[config.mk]
export PLATFORM = sky130hd
export DESIGN_NAME = int_to_ascii_dec_hex
export DESIGN_NICKNAME = d
export VERILOG_FILES = /design/src/ita_pkg.sv /design/src/ita_ctrl.sv /design/src/ita_dp.sv /design/src/int_to_ascii_dec_hex.sv
export SDC_FILE = /design/constraint.sdc
export NUM_CORES = 1
export LEC_CHECK = 0
export ABC_AREA = 1
export ABC_CLOCK_PERIOD_IN_PS = 3900
export BUFFER_PORTS_ARGS = -buffer_cell sky130_fd_sc_hd__buf_2
export CAP_MARGIN = 5
export CELL_PAD_IN_SITES_DETAIL_PLACEMENT = 0
export CELL_PAD_IN_SITES_GLOBAL_PLACEMENT = 2
export CORE_MARGIN = 5
export CORE_UTILIZATION = 30
export DETAILED_ROUTE_END_ITERATION = 16
export GPL_ROUTABILITY_DRIVEN = 0
export PLACE_DENSITY = 0.8
export SLEW_MARGIN = 10
export SYNTH_ARGS = -nofsm -noshare
export SYNTH_HDL_FRONTEND = slang
export SYNTH_SLANG_ARGS = --single-unit
[constraint.sdc]
create_clock -name clk -period 3.9 [get_ports clk]
set_clock_uncertainty 0.05 [all_clocks]
set_input_delay 0.585 -clock clk [delete_from_list [all_inputs] [get_ports clk]]
set_output_delay 0.585 -clock clk [all_outputs]
set_load 0.02 [all_outputs]
[src/ita_pkg.sv]
// Shared types, character codes and helpers for the integer-to-ASCII formatter.
// Used by ita_ctrl, ita_dp and the int_to_ascii_dec_hex top level.
// No dependencies.
package ita_pkg;

	// Default width of the integer being formatted.
	localparam int VALUE_BITS_DEF = 32;

	// Format mode codes carried on the command field.
	localparam logic CMD_DEC = 1'b0;
	localparam logic CMD_HEX = 1'b1;

	// ASCII codes used in the formatted text.
	localparam logic [6:0] CHAR_ZERO  = 7'h30;  // '0'
	localparam logic [6:0] CHAR_X     = 7'h78;  // 'x'
	localparam logic [6:0] CHAR_MINUS = 7'h2D;  // '-'
	localparam logic [6:0] CHAR_ALPHA = 7'h37;  // 'A' - 10
	localparam logic [3:0] NIB_TEN    = 4'd10;

	// Commands from the controller to the datapath.
	typedef struct packed {
		logic load;     // capture a new request
		logic convert;  // one binary-to-BCD step of four bits
		logic scan;     // find the leading digit and set up the prefix
		logic emit;     // move the next character into the output register
	} ita_cmd_t;

	// Status from the datapath to the controller.
	typedef struct packed {
		logic conv_done;  // this is the final conversion step
		logic emit_last;  // the character now selected ends the text
		logic out_free;   // the output register can take a character
	} ita_sts_t;

	// Turns one digit (decimal or hex) into its uppercase ASCII code.
	function automatic logic [6:0] digit_char(input logic [3:0] nib);
		logic [6:0] ext;
		ext = {3'b000, nib};
		if (nib < NIB_TEN) begin
			return CHAR_ZERO + ext;
		end else begin
			return CHAR_ALPHA + ext;
		end
	endfunction

endpackage

[src/ita_ctrl.sv]
// Controller state machine of the integer-to-ASCII formatter.
// Sequences load, conversion, leading-digit scan and character output.
// Depends on ita_pkg.
module ita_ctrl (
	input  logic              clk,
	input  logic              arst_n,
	input  logic              in_valid,
	input  logic              in_command,
	input  ita_pkg::ita_sts_t sts,
	output logic              in_stall,
	output ita_pkg::ita_cmd_t cmd
);
	import ita_pkg::*;

	typedef enum logic [1:0] {
		ST_IDLE,
		ST_CONVERT,
		ST_SCAN,
		ST_EMIT
	} state_t;

	state_t state_q;

	// A new request is taken only while nothing is in progress.
	assign in_stall = (state_q != ST_IDLE);

	// Commands follow directly from the state.
	always_comb begin
		cmd.load    = (state_q == ST_IDLE) && in_valid;
		cmd.convert = (state_q == ST_CONVERT);
		cmd.scan    = (state_q == ST_SCAN);
		cmd.emit    = (state_q == ST_EMIT) && sts.out_free;
	end

	// State register. Hex requests need no conversion and go straight to the scan.
	always_ff @(posedge clk or negedge arst_n) begin
		if (!arst_n) begin
			state_q <= ST_IDLE;
		end else begin
			unique case (state_q)
				ST_IDLE: begin
					if (in_valid) begin
						state_q <= (in_command == CMD_HEX) ? ST_SCAN : ST_CONVERT;
					end
				end
				ST_CONVERT: begin
					if (sts.conv_done) begin
						state_q <= ST_SCAN;
					end
				end
				ST_SCAN: begin
					state_q <= ST_EMIT;
				end
				ST_EMIT: begin
					if (sts.out_free && sts.emit_last) begin
						state_q <= ST_IDLE;
					end
				end
				default: begin
					state_q <= ST_IDLE;
				end
			endcase
		end
	end

endmodule

[src/ita_dp.sv]
// Datapath of the integer-to-ASCII formatter: magnitude, BCD digit buffer,
// leading-digit scan, prefix and digit selection, and the output register.
// Depends on ita_pkg.
module ita_dp #(
	parameter int VALUE_BITS = ita_pkg::VALUE_BITS_DEF
) (
	input  logic                   clk,
	input  logic                   arst_n,
	input  logic [VALUE_BITS-1:0]  value,
	input  logic                   command,
	input  ita_pkg::ita_cmd_t      cmd,
	input  logic                   out_stall,
	output ita_pkg::ita_sts_t      sts,
	output logic                   out_valid,
	output logic [6:0]             character,
	output logic                   last
);
	import ita_pkg::*;

	// Hex digits of the value, and decimal digits of the largest magnitude.
	localparam int NIB   = (VALUE_BITS + 3) / 4;
	localparam int MAG_W = NIB * 4;
	localparam int DEC_N = (VALUE_BITS * 30103) / 100000 + 1;
	localparam int BUF_N = (DEC_N > NIB) ? DEC_N : NIB;
	localparam int BUF_W = BUF_N * 4;
	localparam int IDX_W = $clog2(BUF_N);
	localparam int CNT_W = $clog2(NIB);

	logic [VALUE_BITS-1:0] raw;
	logic [VALUE_BITS-1:0] magnitude;
	logic                  is_neg;

	logic                  mode_q;
	logic                  neg_q;
	logic [MAG_W-1:0]      mag_q;
	logic [BUF_W-1:0]      buf_q;
	logic [CNT_W-1:0]      cnt_q;
	logic [IDX_W-1:0]      idx_q;
	logic [1:0]            pre_q;

	logic [BUF_W-1:0]      bcd_next;
	logic [IDX_W-1:0]      top_idx;
	logic [3:0]            cur_nib;
	logic [6:0]            cur_char;

	logic                  out_valid_q;
	logic [6:0]            character_q;
	logic                  last_q;

	// Decimal magnitude; the most negative value wraps to its correct unsigned size.
	assign raw       = value;
	assign is_neg    = raw[VALUE_BITS-1] && (command == CMD_DEC);
	assign magnitude = is_neg ? (~raw + 1'b1) : raw;

	// Four shift-add-3 steps per cycle, magnitude bits taken most significant first.
	always_comb begin
		logic [BUF_W-1:0] b;
		b = buf_q;
		for (int s = 0; s < 4; s++) begin
			for (int d = 0; d < BUF_N; d++) begin
				if (b[d*4 +: 4] >= 4'd5) begin
					b[d*4 +: 4] = b[d*4 +: 4] + 4'd3;
				end
			end
			b = {b[BUF_W-2:0], mag_q[MAG_W-1-s]};
		end
		bcd_next = b;
	end

	// Highest nonzero digit, or the lowest digit when all are zero.
	always_comb begin
		top_idx = '0;
		for (int i = 0; i < BUF_N; i++) begin
			if (buf_q[i*4 +: 4] != 4'd0) begin
				top_idx = IDX_W'(i);
			end
		end
	end

	// Character now due: the prefix first, then digits from the top down.
	assign cur_nib = buf_q[{idx_q, 2'b00} +: 4];
	always_comb begin
		cur_char = digit_char(cur_nib);
		if (pre_q != 2'd0) begin
			if (mode_q == CMD_HEX) begin
				cur_char = (pre_q == 2'd2) ? CHAR_ZERO : CHAR_X;
			end else begin
				cur_char = CHAR_MINUS;
			end
		end
	end

	assign sts.conv_done = (cnt_q == CNT_W'(NIB - 1));
	assign sts.emit_last = (pre_q == 2'd0) && (idx_q == '0);
	assign sts.out_free  = !out_valid_q || !out_stall;

	// Working registers: request capture, conversion, scan and output pointer.
	always_ff @(posedge clk) begin
		if (cmd.load) begin
			mode_q <= command;
			neg_q  <= is_neg;
			mag_q  <= MAG_W'(magnitude);
			buf_q  <= (command == CMD_HEX) ? BUF_W'(raw) : '0;
			cnt_q  <= '0;
		end else if (cmd.convert) begin
			mag_q <= {mag_q[MAG_W-5:0], 4'b0000};
			buf_q <= bcd_next;
			cnt_q <= cnt_q + 1'b1;
		end
		if (cmd.scan) begin
			idx_q <= top_idx;
			pre_q <= (mode_q == CMD_HEX) ? 2'd2 : {1'b0, neg_q};
		end else if (cmd.emit) begin
			if (pre_q != 2'd0) begin
				pre_q <= pre_q - 1'b1;
			end else if (idx_q != '0) begin
				idx_q <= idx_q - 1'b1;
			end
		end
	end

	// Output register: holds a character until the receiver takes it.
	always_ff @(posedge clk or negedge arst_n) begin
		if (!arst_n) begin
			out_valid_q <= 1'b0;
		end else if (cmd.emit) begin
			out_valid_q <= 1'b1;
		end else if (!out_stall) begin
			out_valid_q <= 1'b0;
		end
	end

	always_ff @(posedge clk) begin
		if (cmd.emit) begin
			character_q <= cur_char;
			last_q      <= sts.emit_last;
		end
	end

	assign out_valid = out_valid_q;
	assign character = character_q;
	assign last      = last_q;

	// The controller never overwrites a character that is still waiting.
	a_emit_free: assert property (@(posedge clk) disable iff (!arst_n)
		cmd.emit |-> (!out_valid_q || !out_stall))
		else $error("character overwritten while stalled");

	// Hex requests never run through the decimal conversion.
	a_convert_dec: assert property (@(posedge clk) disable iff (!arst_n)
		cmd.convert |-> (mode_q == CMD_DEC))
		else $error("conversion step in hex mode");

	// After the scan the pointer sits on a nonzero digit, unless the number is zero.
	a_scan_top: assert property (@(posedge clk) disable iff (!arst_n)
		cmd.scan |=> ((idx_q == '0) || (buf_q[{idx_q, 2'b00} +: 4] != 4'd0)))
		else $error("leading digit scan missed");

endmodule

[src/int_to_ascii_dec_hex.sv]
// Top level of the integer-to-ASCII formatter.
// Instantiates ita_ctrl and ita_dp; depends on ita_pkg.
//
// Formats one signed integer per request as ASCII text, one character per
// result with the final one flagged by last. With command 0 the text is
// decimal: a '-' for negatives (the most negative value prints its full
// magnitude), then digits with no leading zeros, "0" for zero. With command
// 1 it is "0x" and the uppercase two's-complement nibbles, leading zeros
// dropped, at least one digit. A decimal request is accepted, converted four
// bits per step through the shift-add-3 BCD unit, scanned for its leading
// digit, and then its characters are emitted. A hex request skips the
// conversion. Characters leave one per cycle through the output register
// while out_stall is low; the next request is taken once the last
// character is in that register.
module int_to_ascii_dec_hex #(
	parameter int VALUE_BITS = ita_pkg::VALUE_BITS_DEF
) (
	input  logic                  clk,
	input  logic                  arst_n,
	input  logic                  in_valid,
	output logic                  in_stall,
	input  logic [VALUE_BITS-1:0] value,
	input  logic                  command,
	output logic                  out_valid,
	input  logic                  out_stall,
	output logic [6:0]            character,
	output logic                  last
);
	import ita_pkg::*;

	ita_cmd_t cmd;
	ita_sts_t sts;

	// Sequencing of each request.
	ita_ctrl u_ctrl (
		.clk        (clk),
		.arst_n     (arst_n),
		.in_valid   (in_valid),
		.in_command (command),
		.sts        (sts),
		.in_stall   (in_stall),
		.cmd        (cmd)
	);

	// Conversion, digit selection and the output register.
	ita_dp #(
		.VALUE_BITS (VALUE_BITS)
	) u_dp (
		.clk        (clk),
		.arst_n     (arst_n),
		.value      (value),
		.command    (command),
		.cmd        (cmd),
		.out_stall  (out_stall),
		.sts        (sts),
		.out_valid  (out_valid),
		.character  (character),
		.last       (last)
	);

endmodule
# Word-level counts from Yosys, hierarchy flattened
# Cells that the tools add are included.
# classes
add_sub_neg,46
order_cmp,41
n_eq_ne,10
n_shift,1
mux,74
n_bitwise,2
n_reduce_logical,30
# op_table
op,n
$mux W4,42
$ge A4 B3 Y1 const B,40
$add A4 B2 Y4 const B,36
$mux W32,4
$mux W40,2
$reduce_bool A4 Y1,10
$shiftx A40 B7 Y4,1
$add A32 B1 Y32 const B,1
$not A32 Y32,1
$mux W7,4
$mux W3,8
$mux W2,10
$add A6 B4 Y7 const A,2
$add A3 B2 Y3 const B,4
$reduce_bool A2 Y1,6
$pmux W2 S4,1
$eq A2 B2 Y1 const B,3
$ne A2 B2 Y1 const B,3
$reduce_and A3 Y1,2
$logic_and A1 B1 Y1,5
$logic_not A2 Y1,2
$logic_not A4 Y1,1
$lt A4 B4 Y1 const B,1
$ne A2 B1 Y1 const B,2
other kinds (10),13
# word_totals
register_bits,94
output_inout_bits,10

# Depth between registers and ports, before layout
# depth
depth_word,11
mapped_depth,28
mapped_depth_nobuf,28

# Modules after synthesis
# A second synthesis with hierarchy kept.
# unflattened
hier_cells,1351
area_unflattened_um2,9316.4
# by_module_without_submodules
mod,instances,cells_per_inst,area_each_um2,seq_area_each_um2
ita_dp,1,1316,9088.7,2727.6
ita_ctrl,1,35,227.7,50.0

# Worst setup path before layout
# Ideal clock, no wire load.
# synth_path
path_kind,reg-to-reg
from,register u_dp.buf_q[36]
to,register u_dp.buf_q[38] (data pin)
setup_time_ns,0.267
arrival_ns,3.086
t_required_ns,3.583
setup_slack_ns,0.497
stages_incl_launch_ff,25
n_path_buf,0
cell_sequence,edfxtp_1 > inv_1 > ha_1 > inv_1 > nand2_1 > nand3_1 > xor2_1 > ha_1 > inv_1 > o21ai_1 > nand2_1 > xor2_1 > ha_1 > inv_1 > o21ai_1 > nand2_1 > xor2_1 > ha_1 > inv_1 > o21ai_1 > nand2_1 > nand2_1 > o21ai_1 > inv_1 > nor2_1
# synth_via
elab_chain_len,10
word_cells_on_any_way,14
# synth_lines
item,line,text
start: declaration,ita_dp.sv:36,logic [BUF_W-1:0] buf_q;
start signal: assignment,ita_dp.sv:103,buf_q <= (command == CMD_HEX) ? BUF_W'(raw) : '0;
start signal: assignment,ita_dp.sv:107,buf_q <= bcd_next;
$ge A4 B3 Y1 / $add A3 B2 Y3 (equally long branches),"ita_dp.sv:61, ita_dp.sv:62",
$mux W3 *,ita_dp.sv:61,if (b[d*4 +: 4] >= 4'd5) begin
$ge A4 B3 Y1 / $add A3 B2 Y3 (equally long branches),"ita_dp.sv:61, ita_dp.sv:62",
$mux W3 *,ita_dp.sv:61,
$ge A4 B3 Y1 / $add A3 B2 Y3 (equally long branches),"ita_dp.sv:61, ita_dp.sv:62",
$mux W3 *,ita_dp.sv:61,
$ge A4 B3 Y1 / $add A3 B2 Y3 (equally long branches),"ita_dp.sv:61, ita_dp.sv:62",
$mux W3 *,ita_dp.sv:61,
$mux W40 *,ita_dp.sv:105,end else if (cmd.convert) begin
$mux W40 *,ita_dp.sv:99,if (cmd.load) begin
# Mark *: on every way between the ends. The rest lies on a longest branch, timed or not. The select of a mux whose other input is x is not followed.
# A chain may end at the register's enable or synchronous reset.

# Final worst setup path
# layout_path
from,register u_dp.buf_q[32]
to,register u_dp.buf_q[38] (data pin)
# layout_via
elab_chain_len,10
word_cells_on_any_way,20
# layout_lines
item,line,text
$add A4 B2 Y4 / $ge A4 B3 Y1 (equally long branches),"ita_dp.sv:62, ita_dp.sv:61",
$mux W4 *,ita_dp.sv:61,
"$add A4 B2 Y4, or another cell as far along",ita_dp.sv:62,b[d*4 +: 4] = b[d*4 +: 4] + 4'd3;
$mux W4 / $mux W3 (equally long branches),ita_dp.sv:61,
"$add A4 B2 Y4, or another cell as far along",ita_dp.sv:62,
$mux W4 / $mux W3 (equally long branches),ita_dp.sv:61,
$ge A4 B3 Y1 / $add A3 B2 Y3 (equally long branches),"ita_dp.sv:61, ita_dp.sv:62",
$mux W3 *,ita_dp.sv:61,
$mux W40 *,ita_dp.sv:105,
$mux W40 *,ita_dp.sv:99,
# Marked as above.

==> flow_metrics.env <==
export IMPL_status="finished, final reports clean"
export IMPL_async_flop_share_pct=3.191
export IMPL_hold_path_class="in2reg"
export IMPL_layout_drive_gt1_share_pct=17.90
export IMPL_cts_tree="done"
export IMPL_hold_viol=0
export IMPL_multiInputGateArea_mm2=0.005867
export IMPL_synthTopCellsByArea="edfxtp_1 (28%), nand2_1 (15%), ha_1 (7.4%)"
export IMPL_cts_htree_levels=3
export IMPL_die_height_um=187.7
export IMPL_fin_cells=1810
export IMPL_io_buffers=46
export IMPL_drcViolationCount=0
export IMPL_grt_max_degree=64
export IMPL_critPathKind="reg2reg"
export IMPL_detail_route_wl_per_cell_um=13.52
export IMPL_worst_setup_path_start_kind="flip-flop"
export IMPL_setup_ws_ns=0.1623
export IMPL_antenna_found_initial=0
export IMPL_clock_sinks=94
export IMPL_dp_slack_ns=0.08267
export IMPL_fin_crit_ns=3.738
export IMPL_cp_required_ns=3.94
export IMPL_setup_viol=0
export IMPL_nets=1496
export IMPL_first_iter_violations=379
export IMPL_fmax_mhz=267.5
export IMPL_end_kind="flip-flop"
export IMPL_cts_root_buf="clkbuf_16"
export IMPL_synth_area_per_cell_um2=7.007
export IMPL_yosys_warnings=0
export IMPL_synthCells=1352
export IMPL_routed_wl_met3_um=729
export IMPL_syn_area_mm2=0.009473
export IMPL_area_delta_synth_final_pct=11.56
export IMPL_yosysTopAreaCellShare_pct=27.90
export IMPL_seqCellArea_mm2=0.002778
export IMPL_synth_edf_count=88
export IMPL_worstPathArrival_ns=3.78
export IMPL_synth_fp_nets=1445
export IMPL_viasPerCell=4.738
export IMPL_maxSlewViolCount=0
export IMPL_coreArea_mm2=0.03139
export IMPL_place_inst=1788
export IMPL_grt_pass1_vias=8130
export IMPL_wl_um=24470
export IMPL_initial_core_util_pct=30.18
export IMPL_clock_latency_ns=0.36
export IMPL_grt_overflow_total=0
export IMPL_ant_nets=0
export IMPL_diodes=0
export IMPL_grt_pass1_wl_um=39970
export IMPL_yosysUniqueCellTypes=55
export IMPL_fillers=3417
export IMPL_die_area_mm2=0.03523
export IMPL_die_x_um=187.7
export IMPL_io_pins=47
export IMPL_vias=8575
export IMPL_ys_seq_area_share_pct=29.32
export IMPL_drt_pass1_iterations=7
export IMPL_track_usage_pct=13.70
export IMPL_slew_headroom_pct=50.65
export IMPL_crit_fanout=4
export IMPL_cts_buffers=9
export IMPL_drv_cap=0
export IMPL_synth_top_area_cell="edfxtp_1"
export IMPL_fin_crit_sh_pct=95.84
export IMPL_synth_seq_cells=94
export IMPL_top_layer="met4"
export IMPL_hpwl_um=19370
export IMPL_wl_met1_um=12480
export IMPL_path_clk_slew_ns=0.07
export IMPL_ys_flop_type="edfxtp_1"
export IMPL_fp_row_count=65
export IMPL_clock_path_buffers=2
export IMPL_worst_pin_slew_ns=0.7375
export IMPL_met2WireLength_um=10920
## final cells by class
| cell class | instances | share of cell area [%] |
|---|---|---|
| clock inverter | 6 | 0.5446 |
| sequential | 94 | 26.28 |
| inverter | 208 | 7.388 |
| tap | 402 | 4.760 |
| multi-input combinational | 1028 | 55.52 |
| timing repair buffer | 62 | 3.339 |
| clock buffer | 10 | 2.167 |
## registers in the layout, summed over array words and instances, names as in the netlist
name,cells
u_dp.last,1
u_dp.pre_q,2
u_dp.out_valid,1
u_ctrl.state_q,2
u_dp.mode_q,1
u_dp.idx_q,4
u_dp.mag_q,32
u_dp.character,7
u_dp.cnt_q,3
u_dp.neg_q,1
u_dp.buf_q,40
## metal layers
metal	GRT usage, %	up-vias
met4	2.908	0
met2	22.57	123
met3	2.103	21
met5	0	-
li1	-	4563
met1	19.11	3868
## critical path, stage by stage, from the launching register on
cell and delay, ns:
edfxtp_1 0.44, inv_1 0.10, ha_1 0.18, nand2_1 0.07, nand2_1 0.11, inv_1 0.08
a31oi_4 0.22, ha_2 0.22, inv_1 0.05, o21ai_1 0.14, nand2_2 0.11, xor2_2 0.22
ha_2 0.22, inv_1 0.04, o21ai_1 0.15, nand2_2 0.11, xor2_2 0.21, ha_2 0.22
inv_1 0.04, o21ai_1 0.11, nand2_1 0.12, nand2_1 0.09, o21ai_1 0.07, inv_1 0.06
nor2_1 0.03
## layout by cell type, fill, tap and decap left out, types with 8 or more instances in the layout
master	count
nand4_1	27
clkbuf_16	9
nand2_4	17
o21ai_0	83
inv_1	183
nand3_1	107
nand3_2	24
ha_1	53
nor3_1	14
nand2_2	62
buf_4	15
nor2_2	8
o21ai_2	14
inv_2	23
o21ai_1	22
nor2_1	76
buf_2	46
edfxtp_1	88
nand2_1	370
xor2_1	25
a21oi_1	38
## through the flow
step	instance area, µm²	setup TNS (ns)	util, %	hold slack [ns]
after floorplan	9473	0	-	0.2394
after global placement	10180	0	32.42	0.3356
after detailed placement	10180	0	32.42	0.3351
after CTS	10480	0	33.37	0.4224
after global routing	10570	-0.2376	33.66	0.4337
final	10570	0	33.66	0.4310
## kinds of logic (layout without fill, tap and decap cells)
kind of cell             count (synthesis)  after routing  synth area share (%)
XOR/XNOR                                35             35                 3.434
adder cells (fa/ha/maj)                 56             56                 7.397
AND/OR/NAND/NOR                        737            737                 37.78
flip-flops                              94             94                 29.32
buffers and inverters                  230            286                 9.483
AO/OA/AOI/OAI                          200            200                 12.59
## cell usage after synthesis (2+ instances only)
master    instances
ha_1             56
nor2_4            3
clkinv_1          2
and2_1            5
nand3b_1          6
o21ai_0          84
nand3_4           4
xnor2_1           6
buf_2             3
nor4_1            5
buf_4             2
nor2_1           76
o21ai_1          21
nor3_1           14
a22oi_1           2
nand3_1         108
a21oi_1          38
o21ai_4           2
o22ai_1           6
nand2_4          15
o21ai_2          14
nor2_2            8
nand4_1          27
or2_2             3
o31ai_1           4
or2_1             2
nand3_2          23
edfxtp_1         88
dfrtp_1           3
a22o_1            2
nand2_1         374
o21bai_1          4
nand2_2          60
xor2_1           28
inv_2            22
o221ai_1          2
nand4_2           2
a31oi_1           6
clkbuf_1         14
dfxtp_1           3
and2_4            2
a21o_1            3
inv_1           184
o211ai_1          5
## what timing repair did
item | 4_1_cts | 5_1_grt
hold buffers | 1 | 0
gates resized for setup | 0 | 13
setup endpoints to repair | 0 | 3
buffers inserted | 0 | 5
hold endpoints to repair | 3 | 0
## worst paths after layout
| check | endpoint | slack [ns] | cells past startpoint | from |
|---|---|---|---|---|
| setup / recovery | u_dp.buf_q[38] | 0.16 | 24 | u_dp.buf_q[32] |
| hold / removal | u_dp.out_valid | 0.43 | 3 | out_stall |
| setup reg to reg | u_dp.buf_q[38] | 0.16 | 24 | u_dp.buf_q[32] |
| hold reg to reg | u_dp.cnt_q[1] | 0.46 | 2 | u_dp.cnt_q[1] |
| max in group asynchronous | u_dp.out_valid | 3.19 | 2 | arst_n |
| min in group asynchronous | u_ctrl.state_q[0] | 0.50 | 2 | arst_n |
Power is not shown: default switching activity piles up to over one toggle a cycle in this logic, so the estimate is an artifact.
